$ cat config.mk
export PLATFORM = sky130hd
export DESIGN_NAME = hctb_ctrl
export DESIGN_NICKNAME = d
export VERILOG_FILES = /design/src/rtl/hctb_pkg.sv /design/src/rtl/hctb_ctrl.sv
export SDC_FILE = /design/constraint.sdc
export NUM_CORES = 1
export LEC_CHECK = 0
export BUFFER_PORTS_ARGS = -buffer_cell sky130_fd_sc_hd__buf_2
export CAP_MARGIN = 20
export CORE_AREA = 2 2 39 41
export DETAILED_ROUTE_END_ITERATION = 12
export DIE_AREA = 0 0 41 43
export REMOVE_ABC_BUFFERS = 1
export SETUP_SLACK_MARGIN = 0.15
export SLEW_MARGIN = 30
export SYNTH_ARGS = -nofsm -noshare
export SYNTH_HDL_FRONTEND = slang
export SYNTH_SLANG_ARGS = --single-unit
export TNS_END_PERCENT = 50
$ cat constraint.sdc
create_clock -name clk -period 2.9 [get_ports clk]
set_input_delay 0 -clock clk [delete_from_list [all_inputs] [get_ports clk]]
set_output_delay 0 -clock clk [all_outputs]
set_load 0.02 [all_outputs]
$ cat src/rtl/hctb_pkg.sv
// Shared constants and controller/datapath command and status types.
// No dependencies.
package hctb_pkg;

    // Default sizing of the tree and the codes.
    localparam int DEF_MAX_WORDS    = 4096;
    localparam int DEF_MAX_CODE_LEN = 40;
    localparam int DEF_COUNT_BITS   = 40;

    // Widest count the datapath supports.
    localparam int COUNT_BITS_MAX = 48;

    // Fixed port widths.
    localparam int WORD_COUNT_W = 40;
    localparam int WORD_INDEX_W = 12;
    localparam int INNER_NODE_W = 12;
    localparam int DEPTH_W      = 6;

    // Operation codes.
    localparam logic OP_LOAD  = 1'b0;
    localparam logic OP_QUERY = 1'b1;

    // Commands from the controller to the datapath.
    typedef struct packed {
        logic load;
        logic rd_issue;
        logic pick;
        logic second;
        logic write_sum;
        logic walk_init;
        logic walk_step;
        logic emit_issue;
    } hctb_cmd_t;

    // Status from the datapath to the controller.
    typedef struct packed {
        logic build_go;
        logic query_ok;
        logic last_merge;
        logic walk_end;
        logic emit_last;
    } hctb_status_t;

endpackage

$ cat src/rtl/hctb_ctrl.sv
// Controller state machine for the Huffman tree builder.
// Depends on hctb_pkg.
module hctb_ctrl (
    input  logic                  clk,
    input  logic                  rst_n,
    input  logic                  start,
    input  logic                  operation,
    input  hctb_pkg::hctb_status_t status,
    output hctb_pkg::hctb_cmd_t    cmd,
    output logic                  busy
);
    import hctb_pkg::*;

    localparam logic [3:0] S_IDLE   = 4'd0;
    localparam logic [3:0] S_RD1    = 4'd1;
    localparam logic [3:0] S_PK1    = 4'd2;
    localparam logic [3:0] S_RD2    = 4'd3;
    localparam logic [3:0] S_PK2    = 4'd4;
    localparam logic [3:0] S_SUM    = 4'd5;
    localparam logic [3:0] S_WALK   = 4'd6;
    localparam logic [3:0] S_EMIT   = 4'd7;
    localparam logic [3:0] S_DRAIN1 = 4'd8;
    localparam logic [3:0] S_DRAIN2 = 4'd9;

    logic [3:0] state_reg;
    logic [3:0] state_next;

    // Next state and command decode.
    always_comb
    begin
        state_next = state_reg;
        cmd        = '0;
        case (state_reg)
            S_IDLE:
            begin
                if (start)
                begin
                    if (operation == OP_LOAD)
                    begin
                        cmd.load = 1'b1;
                        if (status.build_go)
                        begin
                            state_next = S_RD1;
                        end
                    end
                    else if (status.query_ok)
                    begin
                        cmd.walk_init = 1'b1;
                        state_next    = S_WALK;
                    end
                end
            end
            S_RD1:
            begin
                cmd.rd_issue = 1'b1;
                state_next   = S_PK1;
            end
            S_PK1:
            begin
                cmd.pick   = 1'b1;
                state_next = S_RD2;
            end
            S_RD2:
            begin
                cmd.rd_issue = 1'b1;
                state_next   = S_PK2;
            end
            S_PK2:
            begin
                cmd.pick   = 1'b1;
                cmd.second = 1'b1;
                state_next = S_SUM;
            end
            S_SUM:
            begin
                cmd.write_sum = 1'b1;
                state_next    = status.last_merge ? S_IDLE : S_RD1;
            end
            S_WALK:
            begin
                cmd.walk_step = 1'b1;
                if (status.walk_end)
                begin
                    state_next = S_EMIT;
                end
            end
            S_EMIT:
            begin
                cmd.emit_issue = 1'b1;
                if (status.emit_last)
                begin
                    state_next = S_DRAIN1;
                end
            end
            S_DRAIN1:
            begin
                state_next = S_DRAIN2;
            end
            S_DRAIN2:
            begin
                state_next = S_IDLE;
            end
            default:
            begin
                state_next = S_IDLE;
            end
        endcase
    end

    // State register.
    always_ff @(posedge clk or negedge rst_n)
    begin
        if (!rst_n)
        begin
            state_reg <= S_IDLE;
        end
        else
        begin
            state_reg <= state_next;
        end
    end

    assign busy = (state_reg != S_IDLE);

endmodule

==> flow_metrics.tcl <==
set metrics [dict create \
    status "finished clean" \
    min_period_ps 1550 \
    ir_drop_mv 0.350 \
    post_synth.cell_area_avg_um2 8.47 \
    coreArea_um2 1380 \
    r2r_end "state_reg[1]$_DFFE_PN0P_" \
    crit_path_start_kind "flop" \
    netlist_area_um2 364 \
    dr_total_vias 360 \
    dieWidth_um 41 \
    finalHoldViolations 0 \
    fin_nets 72 \
    viasPerCell 4.68 \
    tritoncts "built" \
    timing.rr.start "state_reg[0]$_DFFE_PN0P_" \
    switching_power_w 0.000275 \
    multi_input_area_um2 228 \
    port_buffers 17 \
    reg2reg_depth 5 \
    critical_path_required_ps 2900 \
    ioPinCount 18 \
    path_max_fanout 15 \
    syn_inst 43 \
    die_area_um2 1760 \
    rsz0062_at_grt "false" \
    sw_frac_of_total_pct 50.8 \
    area_delta_synth_final_pct 29.9 \
    min_path_type "in2reg" \
    power.share.combinational_pct 59.3 \
    worstMarginPinSlew_ps 481 \
    cts.sinks 4 \
    power_frac_clock_pct 12.2 \
    hpwl_um 662 \
    finalPower_w 0.000542 \
    max_freq_mhz 647 \
    place.gp.congestion 0.696 \
    n_antenna_cell 0 \
    crit_type "reg2out" \
    cts_buffer_depth 2 \
    drv_slew 0 \
    fin_worst_skew_ps 4.13 \
    clkTransAtPathRegs_ps 40 \
    nFillCells 156 \
    antenna_found_initial 0 \
    grt_pass1_vias 331 \
    seqPwrFrac_pct 28.6 \
    num_rows 14 \
    power-per-cell-area_nw_per_um2 1150 \
    drive_gt1_share_pct 42.6 \
    min_to "state_reg[3]$_DFFE_PN0P_" \
    grt_usage_pct 11.9 \
    relSlewSlack_pct 68.0 \
    yosysWarnings 0 \
    leakage_nw 0.211 \
    ys_seq_area_share_pct 27.5 \
    grt_overflow 0 \
    drt_iter0_drc 5 \
    ant_nets 0 \
    tns_ps 0 \
    fp.dieH_um 43 \
    grt_pass1_wl_um 1360 \
    p_int_w 0.000267 \
    regArea_um2 100 \
    setup_violations 0 \
    fin_crit_sh_pct 53.3 \
    firstDrtPassIters 3 \
    max_cap_violations 0 \
    grt_start_max_net_pins 16 \
    synth-seq-cells 4 \
    wl_per_cell_um 10.7 \
    root_buffer "clkbuf_4" \
    setup.worst_path.end_class "output port" \
    synth_cell_types 23 \
    initial_core_util_pct 26.3 \
    hold_start "status[0]" \
    post_cts_resized 0 \
    drc_errors 0 \
    cts_buffers 3 \
    finalWirelength_um 822 \
    hold-worst-slack_ps 35.5 \
    reg2reg_slack_ps 1390 \
    worstPathArrival_ps 1550 \
    largest_register_ffs 4 \
    clk_latency_ps 230 \
    cts_max_level 1 \
    min_path_cells 3 \
]
[Yosys cell counts]
cell / n / area [µm²]
nor3b_1: 3 / 22.5
xnor2_1: 1 / 8.76
buf_6: 1 / 11.3
o21ai_0: 1 / 5.00
mux2_2: 1 / 11.3
o22ai_1: 2 / 12.5
a31o_1: 1 / 8.76
inv_2: 1 / 3.75
o31ai_1: 2 / 15.0
a21o_2: 1 / 8.76
nand2_1: 5 / 18.8
a2111oi_4: 1 / 27.5
dfrtp_1: 4 / 100
inv_1: 1 / 3.75
clkbuf_1: 1 / 3.75
nor2b_1: 1 / 6.26
nor4_2: 1 / 12.5
clkbuf_8: 1 / 13.8
nor2_1: 5 / 18.8
a21oi_1: 2 / 10.0
nand2b_1: 2 / 12.5
nor3_1: 4 / 20.0
a21oi_2: 1 / 8.76
[placed cells by master (no fill, tap or decap)]
master	netlist	layout
inv_2	1	1
dlygate4sd3_1	0	1
a21oi_1	2	2
o22ai_1	2	2
buf_2	0	17
nor2_1	5	5
nor3b_1	3	3
nand2b_1	2	2
a2111oi_4	1	1
a21oi_2	1	1
o21ai_0	1	1
o31ai_1	2	2
nor3_1	4	4
clkbuf_4	0	3
nor4_2	1	1
nand2_1	5	5
mux2_2	1	1
xnor2_1	1	1
a21o_2	1	1
a31o_1	1	1
nor2b_1	1	1
dfrtp_1	4	4
inv_1	1	1
[metrics by stage]
step / setup slack [ps] / utilization (%) / cells / instance area [µm²]
final: 1350 / 34.2 / 77 / 473
after global routing: 1200 / 34.2 / 77 / 473
after CTS: 1330 / 34.2 / 77 / 473
after detailed placement: 1380 / 31.8 / 73 / 440
after global placement: 1430 / 31.8 / 73 / 440
after floorplan: 1430 / - / 40 / 335
[kinds of logic (layout without fill, tap and decap cells)]
logic type             Yosys count  in the layout  share of synthesized area, %
AO/OA/AOI/OAI                   11             11                          26.5
XOR/XNOR                         1              1                          2.41
buffers and inverters            5             23                          9.96
flip-flops                       4              4                          27.5
multiplexers                     1              1                          3.09
AND/OR/NAND/NOR                 21             21                          30.6
[power by group through the flow]
| stage | clock network, W | registers [W] | logic (W) |
|---|---|---|---|
| after floorplan | 0 | 0.000139 | 0.000246 |
| after global placement | 0 | 0.000154 | 0.000322 |
| after detailed placement | 0 | 0.000155 | 0.000326 |
| after CTS | 0.0000693 | 0.000155 | 0.000328 |
| after global routing | 0.0000754 | 0.000166 | 0.000356 |
| final | 0.0000659 | 0.000155 | 0.000321 |
[worst max-delay path by stage]
| stage | from | to | slack (ps) | cells past startpoint |
|---|---|---|---|---|
| after floorplan | state_reg[0]$_DFFE_PN0P_ | state_reg[1]$_DFFE_PN0P_ | 1430 | 5 |
| after global placement | state_reg[0]$_DFFE_PN0P_ | state_reg[1]$_DFFE_PN0P_ | 1430 | 5 |
| after detailed placement | state_reg[0]$_DFFE_PN0P_ | state_reg[1]$_DFFE_PN0P_ | 1380 | 5 |
| after CTS | state_reg[0]$_DFFE_PN0P_ | cmd[2] | 1330 | 4 |
| after global routing | state_reg[0]$_DFFE_PN0P_ | cmd[2] | 1200 | 4 |
| final | state_reg[0]$_DFFE_PN0P_ | cmd[2] | 1350 | 4 |
[what timing repair did]
item / in CTS / in global routing
endpoints found under the setup margin: 0 / 0
hold buffers: 1 / 0
setup buffers: 0 / 0
hold endpoints to repair: 4 / 0
[worst max-delay path, cell delays in order (launching register included)]
cell	delay, ps
dfrtp_1	540
nor4_2	390
nand2_1	120
nor2_1	100
buf_2	160
[cell type report]
class	instances	share of cell area (%)
well taps	16	4.23
flip-flops and latches	4	21.2
clock buffers	3	4.76
repair buffers	18	20.1
inverters	2	1.59
multi-input cells	34	48.1
[layer usage]
layer | global-route usage (%) | up-vias | part of all wire [%]
met5 | 0 | - | 0
met4 | 8.00 | 0 | 1.6
li1 | - | 190 | -
met3 | 5.24 | 2 | 8.3
met2 | 15.9 | 15 | 44
met1 | 14.6 | 153 | 46
Power figures use the tool's default switching activity.
